**config.mk**
```make
export PLATFORM = sky130hd
export DESIGN_NAME = circle_rasterizer
export DESIGN_NICKNAME = d
export VERILOG_FILES = /design/src/hdl/crast_pkg.sv /design/src/hdl/crast_queue.sv /design/src/hdl/crast_front.sv /design/src/hdl/crast_back.sv /design/src/hdl/circle_rasterizer.sv
export SDC_FILE = /design/constraint.sdc
export NUM_CORES = 1
export LEC_CHECK = 0
export BUFFER_PORTS_ARGS = -buffer_cell sky130_fd_sc_hd__buf_2
export CAP_MARGIN = 20
export CORE_UTILIZATION = 45
export DETAILED_ROUTE_END_ITERATION = 16
export GPL_ROUTABILITY_DRIVEN = 0
export PLACE_DENSITY_LB_ADDON = 0.15
export SLEW_MARGIN = 10
export SYNTH_ARGS = -nofsm -noshare
export SYNTH_HDL_FRONTEND = slang
export SYNTH_SLANG_ARGS = --single-unit
```
**constraint.sdc**
```tcl
create_clock -name clock -period 7.9 [get_ports clock]
set_input_delay 1.58 -clock clock [delete_from_list [all_inputs] [get_ports clock]]
set_output_delay 1.58 -clock clock [all_outputs]
set_load 0.02 [all_outputs]
```
**src/hdl/crast_pkg.sv**
```systemverilog
// ----------------------------------------------------------------------------
// crast_pkg
// shared constants and codes for the circle rasterizer
// ----------------------------------------------------------------------------
package crast_pkg;

   localparam int RADIUS_BITS_DEFAULT = 11;
   localparam int RADIUS_W            = 11;
   localparam int CENTER_W            = 10;
   localparam int PIX_W               = 13;
   localparam int DEC_W               = 16;
   localparam int QUEUE_DEPTH         = 2;
   localparam int POINTS_PER_STEP     = 8;
   localparam int POINT_IDX_W         = $clog2(POINTS_PER_STEP);

   localparam logic [CENTER_W-1:0] CENTER_X_RESET = CENTER_W'(320);
   localparam logic [CENTER_W-1:0] CENTER_Y_RESET = CENTER_W'(240);

   localparam int CSR_INDEX_W = 1;
   localparam logic [CSR_INDEX_W-1:0] CSR_CENTER_X = 1'b0;
   localparam logic [CSR_INDEX_W-1:0] CSR_CENTER_Y = 1'b1;

   localparam logic FUNC_START = 1'b0;
   localparam logic FUNC_STEP  = 1'b1;

endpackage

```
**src/hdl/crast_queue.sv**
```systemverilog
// ----------------------------------------------------------------------------
// crast_queue
// small job queue between the step front end and the pixel back end
// ----------------------------------------------------------------------------
module crast_queue #(
   parameter int DATA_W = 8,
   parameter int DEPTH  = crast_pkg::QUEUE_DEPTH
) (
   input  logic              clock,
   input  logic              reset,
   input  logic              push,
   input  logic [DATA_W-1:0] push_data,
   output logic              full,
   input  logic              pop,
   output logic [DATA_W-1:0] head_data,
   output logic              not_empty
);

   localparam int PTR_W = (DEPTH > 1) ? $clog2(DEPTH) : 1;
   localparam int CNT_W = $clog2(DEPTH + 1);

   logic [DATA_W-1:0] mem [DEPTH];
   logic [PTR_W-1:0]  wr_ptr_ff, wr_ptr_in;
   logic [PTR_W-1:0]  rd_ptr_ff, rd_ptr_in;
   logic [CNT_W-1:0]  count_ff, count_in;
   logic              do_push, do_pop;

   assign full      = (count_ff == CNT_W'(DEPTH));
   assign not_empty = (count_ff != '0);
   assign do_push   = push && !full;
   assign do_pop    = pop && not_empty;
   assign head_data = mem[rd_ptr_ff];

   always_comb begin
      wr_ptr_in = wr_ptr_ff;
      rd_ptr_in = rd_ptr_ff;
      count_in  = count_ff;
      if (do_push) begin
         wr_ptr_in = (wr_ptr_ff == PTR_W'(DEPTH - 1)) ? '0 : wr_ptr_ff + 1'b1;
      end
      if (do_pop) begin
         rd_ptr_in = (rd_ptr_ff == PTR_W'(DEPTH - 1)) ? '0 : rd_ptr_ff + 1'b1;
      end
      if (do_push && !do_pop) begin
         count_in = count_ff + 1'b1;
      end else if (do_pop && !do_push) begin
         count_in = count_ff - 1'b1;
      end
   end

   always_ff @(posedge clock) begin
      if (reset) begin
         wr_ptr_ff <= '0;
         rd_ptr_ff <= '0;
         count_ff  <= '0;
      end else begin
         wr_ptr_ff <= wr_ptr_in;
         rd_ptr_ff <= rd_ptr_in;
         count_ff  <= count_in;
      end
   end

   always_ff @(posedge clock) begin
      if (do_push) begin
         mem[wr_ptr_ff] <= push_data;
      end
   end

endmodule

```
**src/hdl/crast_front.sv**
```systemverilog
// ----------------------------------------------------------------------------
// crast_front
// accepts start and step transactions, keeps the midpoint state, issues jobs
// ----------------------------------------------------------------------------
module crast_front #(
   parameter int RADIUS_BITS = crast_pkg::RADIUS_BITS_DEFAULT,
   parameter int JOB_W       = 2 * RADIUS_BITS + 2 * crast_pkg::CENTER_W + 1
) (
   input  logic                               clock,
   input  logic                               reset,
   input  logic                               req_valid,
   output logic                               req_ready,
   input  logic                               req_func,
   input  logic [crast_pkg::RADIUS_W-1:0]     req_radius,
   input  logic [crast_pkg::CENTER_W-1:0]     center_x,
   input  logic [crast_pkg::CENTER_W-1:0]     center_y,
   input  logic                               queue_full,
   output logic                               job_push,
   output logic [JOB_W-1:0]                   job_data
);

   localparam int DW = crast_pkg::DEC_W;

   logic [RADIUS_BITS-1:0] x_ff, x_in;
   logic [RADIUS_BITS-1:0] y_ff, y_in;
   logic [DW-1:0]          dec_ff, dec_in;
   logic                   active_ff, active_in;

   logic                   accept;
   logic                   finished;
   logic                   end_now;
   logic                   job_done;
   logic [RADIUS_BITS-1:0] radius;
   logic [DW-1:0]          x_ext, y_ext;

   assign req_ready = !queue_full;
   assign accept    = req_valid && req_ready;
   assign radius    = RADIUS_BITS'(req_radius);
   assign x_ext     = DW'(x_ff);
   assign y_ext     = DW'(y_ff);
   assign finished  = !active_ff || (x_ff > y_ff);

   always_comb begin
      x_in      = x_ff;
      y_in      = y_ff;
      dec_in    = dec_ff;
      active_in = active_ff;
      job_push  = 1'b0;
      job_done  = 1'b0;
      end_now   = 1'b0;
      if (accept) begin
         case (req_func)
            crast_pkg::FUNC_START: begin
               x_in      = '0;
               y_in      = radius;
               dec_in    = DW'(3) - (DW'(radius) << 1);
               active_in = 1'b1;
            end
            crast_pkg::FUNC_STEP: begin
               job_push = 1'b1;
               if (finished) begin
                  job_done  = 1'b1;
                  active_in = 1'b0;
               end else begin
                  if (dec_ff[DW-1] || (dec_ff == '0)) begin
                     dec_in = dec_ff + (x_ext << 2) + DW'(6);
                  end else begin
                     dec_in = dec_ff + ((x_ext - y_ext) << 2) + DW'(10);
                     if (y_ff == '0) begin
                        end_now = 1'b1;
                     end else begin
                        y_in = y_ff - 1'b1;
                     end
                  end
                  if (x_ff == '1) begin
                     end_now = 1'b1;
                  end else begin
                     x_in = x_ff + 1'b1;
                  end
                  if (end_now) begin
                     x_in = RADIUS_BITS'(1);
                     y_in = '0;
                  end
               end
            end
            default: begin
            end
         endcase
      end
   end

   assign job_data = {job_done, center_y, center_x, y_ff, x_ff};

   always_ff @(posedge clock) begin
      if (reset) begin
         x_ff      <= '0;
         y_ff      <= '0;
         dec_ff    <= '0;
         active_ff <= 1'b0;
      end else begin
         x_ff      <= x_in;
         y_ff      <= y_in;
         dec_ff    <= dec_in;
         active_ff <= active_in;
      end
   end

endmodule

```
**src/hdl/crast_back.sv**
```systemverilog
// ----------------------------------------------------------------------------
// crast_back
// expands jobs into octant pixels in an output register, one per unstalled cycle
// ----------------------------------------------------------------------------
module crast_back #(
   parameter int RADIUS_BITS = crast_pkg::RADIUS_BITS_DEFAULT,
   parameter int JOB_W       = 2 * RADIUS_BITS + 2 * crast_pkg::CENTER_W + 1
) (
   input  logic                                  clock,
   input  logic                                  reset,
   input  logic                                  job_valid,
   input  logic [JOB_W-1:0]                      job_data,
   output logic                                  job_pop,
   output logic                                  rsp_valid,
   input  logic                                  rsp_ready,
   output logic signed [crast_pkg::PIX_W-1:0]    rsp_pixel_x,
   output logic signed [crast_pkg::PIX_W-1:0]    rsp_pixel_y,
   output logic                                  rsp_done_res,
   output logic                                  rsp_last
);

   localparam int PW = crast_pkg::PIX_W;
   localparam int CW = crast_pkg::CENTER_W;
   localparam int IW = crast_pkg::POINT_IDX_W;

   logic [IW-1:0]          idx_ff, idx_in;
   logic                   valid_ff, valid_in;
   logic [PW-1:0]          px_ff, px_in;
   logic [PW-1:0]          py_ff, py_in;
   logic                   done_ff, done_in;
   logic                   last_ff, last_in;

   logic [RADIUS_BITS-1:0] jx, jy;
   logic [CW-1:0]          jcx, jcy;
   logic                   jdone;
   logic                   load;
   logic                   final_point;
   logic [PW-1:0]          a, b, cx, cy;

   assign jx    = job_data[RADIUS_BITS-1:0];
   assign jy    = job_data[2*RADIUS_BITS-1:RADIUS_BITS];
   assign jcx   = job_data[2*RADIUS_BITS+CW-1:2*RADIUS_BITS];
   assign jcy   = job_data[2*RADIUS_BITS+2*CW-1:2*RADIUS_BITS+CW];
   assign jdone = job_data[JOB_W-1];

   assign cx          = PW'(jcx);
   assign cy          = PW'(jcy);
   assign load        = job_valid && (!valid_ff || rsp_ready);
   assign final_point = jdone || (idx_ff == IW'(crast_pkg::POINTS_PER_STEP - 1));
   assign job_pop     = load && final_point;

   // point order: (+x,-y) (-x,+y) (-x,-y) (+x,+y) (+y,+x) (+y,-x) (-y,+x) (-y,-x)
   always_comb begin
      a = PW'(jx);
      b = PW'(jy);
      if (idx_ff[IW-1]) begin
         a = PW'(jy);
         b = PW'(jx);
      end
      case (idx_ff)
         3'd0:    begin px_in = cx + a; py_in = cy - b; end
         3'd1:    begin px_in = cx - a; py_in = cy + b; end
         3'd2:    begin px_in = cx - a; py_in = cy - b; end
         3'd3:    begin px_in = cx + a; py_in = cy + b; end
         3'd4:    begin px_in = cx + a; py_in = cy + b; end
         3'd5:    begin px_in = cx + a; py_in = cy - b; end
         3'd6:    begin px_in = cx - a; py_in = cy + b; end
         default: begin px_in = cx - a; py_in = cy - b; end
      endcase
      if (jdone) begin
         px_in = '0;
         py_in = '0;
      end
      done_in = jdone;
      last_in = final_point;
   end

   always_comb begin
      valid_in = valid_ff;
      idx_in   = idx_ff;
      if (rsp_ready) begin
         valid_in = 1'b0;
      end
      if (load) begin
         valid_in = 1'b1;
         idx_in   = final_point ? '0 : idx_ff + 1'b1;
      end
   end

   always_ff @(posedge clock) begin
      if (reset) begin
         valid_ff <= 1'b0;
         idx_ff   <= '0;
      end else begin
         valid_ff <= valid_in;
         idx_ff   <= idx_in;
      end
   end

   always_ff @(posedge clock) begin
      if (load) begin
         px_ff   <= px_in;
         py_ff   <= py_in;
         done_ff <= done_in;
         last_ff <= last_in;
      end
   end

   assign rsp_valid    = valid_ff;
   assign rsp_pixel_x  = px_ff;
   assign rsp_pixel_y  = py_ff;
   assign rsp_done_res = done_ff;
   assign rsp_last     = last_ff;

endmodule

```
**src/hdl/circle_rasterizer.sv**
```systemverilog
// ----------------------------------------------------------------------------
// circle_rasterizer
// midpoint circle rasterizer: start loads a radius, a step emits a done result or 8 pixels
// ----------------------------------------------------------------------------
//  channel | ports                                   | role
//  --------+-----------------------------------------+---------------------------
//  req     | req_valid/ready, req_func, req_radius   | start or step transaction
//  rsp     | rsp_valid/ready, pixel_x/y, done, last  | one pixel or done marker
//  csr     | csr_we, csr_index, csr_data             | circle center x / y
//
//  a start is taken in the front end and gives no result
//  a step gives 8 results from the back-end pixel counter, one per cycle unless
//  rsp_ready stalls; a step on a finished or unstarted circle gives one done result
//  a two-job queue lets the front accept while the back end drains
//  synchronous active-high reset; the output register holds while rsp_ready is low
// ----------------------------------------------------------------------------
module circle_rasterizer #(
   parameter int RADIUS_BITS = crast_pkg::RADIUS_BITS_DEFAULT
) (
   input  logic                                  clock,
   input  logic                                  reset,
   input  logic                                  req_valid,
   output logic                                  req_ready,
   input  logic                                  req_func,
   input  logic [crast_pkg::RADIUS_W-1:0]        req_radius,
   output logic                                  rsp_valid,
   input  logic                                  rsp_ready,
   output logic signed [crast_pkg::PIX_W-1:0]    rsp_pixel_x,
   output logic signed [crast_pkg::PIX_W-1:0]    rsp_pixel_y,
   output logic                                  rsp_done_res,
   output logic                                  rsp_last,
   input  logic                                  csr_we,
   input  logic [crast_pkg::CSR_INDEX_W-1:0]     csr_index,
   input  logic [crast_pkg::CENTER_W-1:0]        csr_data
);

   localparam int JOB_W = 2 * RADIUS_BITS + 2 * crast_pkg::CENTER_W + 1;

   logic [crast_pkg::CENTER_W-1:0] center_x_ff, center_x_in;
   logic [crast_pkg::CENTER_W-1:0] center_y_ff, center_y_in;

   logic             queue_full;
   logic             job_push;
   logic [JOB_W-1:0] job_in_data;
   logic             job_pop;
   logic [JOB_W-1:0] job_head;
   logic             job_valid;

   always_comb begin
      center_x_in = center_x_ff;
      center_y_in = center_y_ff;
      if (csr_we) begin
         case (csr_index)
            crast_pkg::CSR_CENTER_X: center_x_in = csr_data;
            crast_pkg::CSR_CENTER_Y: center_y_in = csr_data;
            default: begin
            end
         endcase
      end
   end

   always_ff @(posedge clock) begin
      if (reset) begin
         center_x_ff <= crast_pkg::CENTER_X_RESET;
         center_y_ff <= crast_pkg::CENTER_Y_RESET;
      end else begin
         center_x_ff <= center_x_in;
         center_y_ff <= center_y_in;
      end
   end

   crast_front #(
      .RADIUS_BITS (RADIUS_BITS),
      .JOB_W       (JOB_W)
   ) u_front (
      .clock      (clock),
      .reset      (reset),
      .req_valid  (req_valid),
      .req_ready  (req_ready),
      .req_func   (req_func),
      .req_radius (req_radius),
      .center_x   (center_x_ff),
      .center_y   (center_y_ff),
      .queue_full (queue_full),
      .job_push   (job_push),
      .job_data   (job_in_data)
   );

   crast_queue #(
      .DATA_W (JOB_W),
      .DEPTH  (crast_pkg::QUEUE_DEPTH)
   ) u_queue (
      .clock     (clock),
      .reset     (reset),
      .push      (job_push),
      .push_data (job_in_data),
      .full      (queue_full),
      .pop       (job_pop),
      .head_data (job_head),
      .not_empty (job_valid)
   );

   crast_back #(
      .RADIUS_BITS (RADIUS_BITS),
      .JOB_W       (JOB_W)
   ) u_back (
      .clock        (clock),
      .reset        (reset),
      .job_valid    (job_valid),
      .job_data     (job_head),
      .job_pop      (job_pop),
      .rsp_valid    (rsp_valid),
      .rsp_ready    (rsp_ready),
      .rsp_pixel_x  (rsp_pixel_x),
      .rsp_pixel_y  (rsp_pixel_y),
      .rsp_done_res (rsp_done_res),
      .rsp_last     (rsp_last)
   );

endmodule

```
==> flow_summary.toml <==
[status]
status = "finished, final reports clean"

[worst_setup_path]
cp.required_ns = 8.22
critical-path-max-stage-delay_ns = 0.45
startpoint_type = "register"
rrSetupSlack_ns = 3.69
crit_chain = "inv_1 > ha_1 > fa_1 > nor2b_4 > o31ai_4 > a21oi_2 > a21oi_1 > o21ai_0 > a21oi_1 > xnor2_1 > ha_1 > ha_1 > and3_1 > a21oi_1 > o21ai_0 > o41ai_1 > xnor2_1 > xnor2_1 > o21ai_1"
rr_worst_depth = 19
worst_path_max_delay_cell = "fa_1"
cp_max_fo = 7
cp-end-kind = "register"
r2r_end = "u_front.dec_ff[15]"
criticalPathCategory = "register to register"
r2r_start = "u_front.x_ff[0]"
worst_ep_arrival_time_ns = 4.53

[finish]
finalNetCount = 1369
final_common_cell = "nand2_1"
final_cell_mix = "nand2_1 (131), edfxtp_1 (114), ha_1 (110), a21oi_1 (98), nor2_1 (88)"
seqCellArea_um2 = 4790
area_growth_pct = 10.3
fillers = 2315
antenna_cells = 0
drive_gt1_share_pct = 12.8
multiInputGateArea_um2 = 6140

[routing]
remaining_drc_errors = 0
first_iter_violations = 470
drt-wirelength-per-cell_um = 17.2
vias_per_cell = 5.54
firstDrtPassIters = 5
postRouteAntennaNets = 0
vias = 8648
wl_um = 26900

[clocking]
h-tree-depth = 4
cts_made_buffers = 17
clock_sinks = 182
tritoncts = "built"
path_clk_slew_ns = 0.07
clockBufferDepth = 2
holdBufCountCts = 0
clockRootBuffer = "clkbuf_16"
cts_setup_buffers = 0
clk_latency_ns = 0.44
cts_resized = 0

[global_routing]
grt_max_degree = 54
grt_pass1_vias = 8245
grt_overflow_total = 0
grt_pass1_wl_um = 43500
grtUsageTotal_pct = 21.3
antenna_found_initial = 0

[floorplanning]
fp.dieH_um = 161
die_area_um2 = 25900
ios = 58
dieWidth_um = 161
num_rows = 57
start_util_pct = 46.4
core-area_um2 = 24500

[power_and_ir_drop]
vdd_drop_max_mv = 0.164
power.density_nw_per_um2 = 355
power_leakage_nw = 5.10

[hold_path]
hp-start = "center_y_ff[0]"
whs_path_depth = 0
hold_path.class = "register to register"
hold-path-endpoint = "u_queue.mem[0][32]"

[yosys]
synthSimpleGateAreaFrac_pct = 14.9
synthAdderAreaFrac_pct = 13.3
synth.net_count = 1328
synth_edf_count = 114
yosysWarnings = 0
syn_inst = 1183
muxShareOfSynthArea_pct = 5.47
async_flop_share_pct = 0
ys.flop_type = "edfxtp_1"
synth_top_family_by_area = "compound AO/OA/AOI/OAI gates"
syn_area_per_cell_um2 = 9.62
synthXorXnorAreaFrac_pct = 4.16
yosysUniqueCellTypes = 68
syn-cell-area_um2 = 11400
yosysSeqAreaShare_pct = 42.0
synth-seq-cells = 182
synth_compound_area_share_pct = 15.9

[sta]
period_share_pct = 53.3
finalSetupViolations = 0
max_freq_mhz = 237
maxSlewViolCount = 0
fin_setup_tns_ns = 0
slew_headroom_pct = 37.2
rsz0062_at_grt = "no"
skew_ns = 0.0186
tightest_slew_ns = 0.915
period_minus_slack_ns = 4.21
hold_violations = 0
worst_slack_ns = 3.69

[place]
dp_hpwl_um = 20200
io_buffers = 57
pre_cts_ws_ns = 3.80

[run]
maxCapViolations = 0
worst max-delay path by stage:
stage | from | endpoint | slack, ns | cells after the start
final | u_front.x_ff[0] | u_front.dec_ff[15] | 3.69 | 19
after CTS | u_front.x_ff[0] | u_front.dec_ff[15] | 3.73 | 18
after global placement | u_front.x_ff[0] | u_front.dec_ff[15] | 3.89 | 19
after global routing | u_front.x_ff[0] | u_front.dec_ff[15] | 3.30 | 18
after floorplan | req_func | u_queue.mem[0][0] | 3.35 | 4
after detailed placement | u_front.x_ff[0] | u_front.dec_ff[15] | 3.80 | 18
cell usage after synthesis (4+ instances only):
| library cell | number | area [µm²] |
|---|---|---|
| nand2_1 | 131 | 492 |
| edfxtp_1 | 114 | 3420 |
| ha_1 | 110 | 1380 |
| a21oi_1 | 98 | 490 |
| nor2_1 | 89 | 334 |
| inv_1 | 80 | 300 |
| dfxtp_1 | 68 | 1360 |
| o21ai_0 | 59 | 295 |
| xnor2_1 | 33 | 289 |
| clkbuf_1 | 31 | 116 |
| mux2_2 | 30 | 338 |
| nor3_1 | 30 | 150 |
| nand3_1 | 28 | 140 |
| mux2i_1 | 24 | 240 |
| xor2_1 | 21 | 184 |
| a211oi_1 | 16 | 120 |
| nand2b_1 | 16 | 100 |
| nor2b_1 | 13 | 81.3 |
| or2_2 | 12 | 75.1 |
| a21o_1 | 11 | 82.6 |
| o21bai_1 | 11 | 82.6 |
| nor4_1 | 9 | 56.3 |
| a31oi_1 | 8 | 50.1 |
| buf_2 | 8 | 40.0 |
| nand4_1 | 8 | 50.1 |
| o21ai_1 | 8 | 40.0 |
| and2_1 | 7 | 43.8 |
| fa_1 | 7 | 140 |
| o211ai_1 | 7 | 52.6 |
| and3_1 | 6 | 37.5 |
| o22ai_1 | 6 | 37.5 |
| o31ai_1 | 6 | 45.0 |
| o41ai_1 | 6 | 52.6 |
| or3_1 | 6 | 37.5 |
| o21a_1 | 5 | 37.5 |
| a21boi_0 | 4 | 30.0 |
| a21oi_2 | 4 | 35.0 |
| o221ai_1 | 4 | 35.0 |
flip-flops by register name, indices dropped and copies added (netlist names), 2 cells and up, named ones only:
name,count
u_queue.mem,86
center_x_ff,10
u_back.rsp_pixel_y,13
u_back.rsp_pixel_x,13
center_y_ff,10
u_front.y_ff,11
u_front.dec_ff,16
u_back.idx_ff,3
u_front.x_ff,11
u_queue.count_ff,2
logic make-up after synthesis:
group | count (synthesis)
flip-flops | 182
AND/OR/NAND/NOR | 367
XOR/XNOR | 54
multiplexers | 56
AO/OA/AOI/OAI | 284
buffers and inverters | 123
adder cells (fa/ha/maj) | 117
layer usage:
| metal | up-vias | GRT usage, % | part of all wire, % |
|---|---|---|---|
| met2 | 214 | 35.7 | 48 |
| met5 | - | 0 | 0 |
| met3 | 28 | 2.65 | 3.6 |
| met1 | 4067 | 29.1 | 47 |
| li1 | 4339 | - | - |
| met4 | 0 | 5.92 | 1.4 |
report_power, final:
group | total, mW | internal (mW) | switching, mW
Combinational | 2.28 | 0.930 | 1.35
Sequential | 1.35 | 1.24 | 0.105
Clock | 0.832 | 0.429 | 0.403
Total | 4.46 | 2.60 | 1.85
worst max-delay path, delay by kind of cell, from the launching register on:
family / cells / cell delay [ns]
compound gates: 9 / 1.40
flops: 1 / 0.44
fa+ha+maj: 4 / 1.33
xor+xnor: 3 / 0.46
buf+inv: 1 / 0.11
simple gates: 2 / 0.35
per-stage QoR:
step	cells	area [µm²]	hold WS (ns)	utilization, %	power [mW]
2_1_floorplan	1183	11400	0.425	-	3.11
5_1_grt	1561	12500	0.468	51.2	4.81
6_report	1561	12500	0.456	51.2	4.46
3_3_place_gp	1529	12000	0.434	48.8	3.63
4_1_cts	1561	12500	0.457	51.2	4.48
3_5_place_dp	1529	12000	0.439	48.8	3.63
final cells by class:
cell class                 instances  share of cell area, %
clock buffer                      19                   3.53
clock inverter                    13                   1.07
inverter                          81                   2.42
multi-input combinational        878                   48.9
sequential                       182                   38.1
tap                              324                   3.23
timing repair buffer              64                   2.69
No activity file was read; power rests on OpenSTA's default activity.
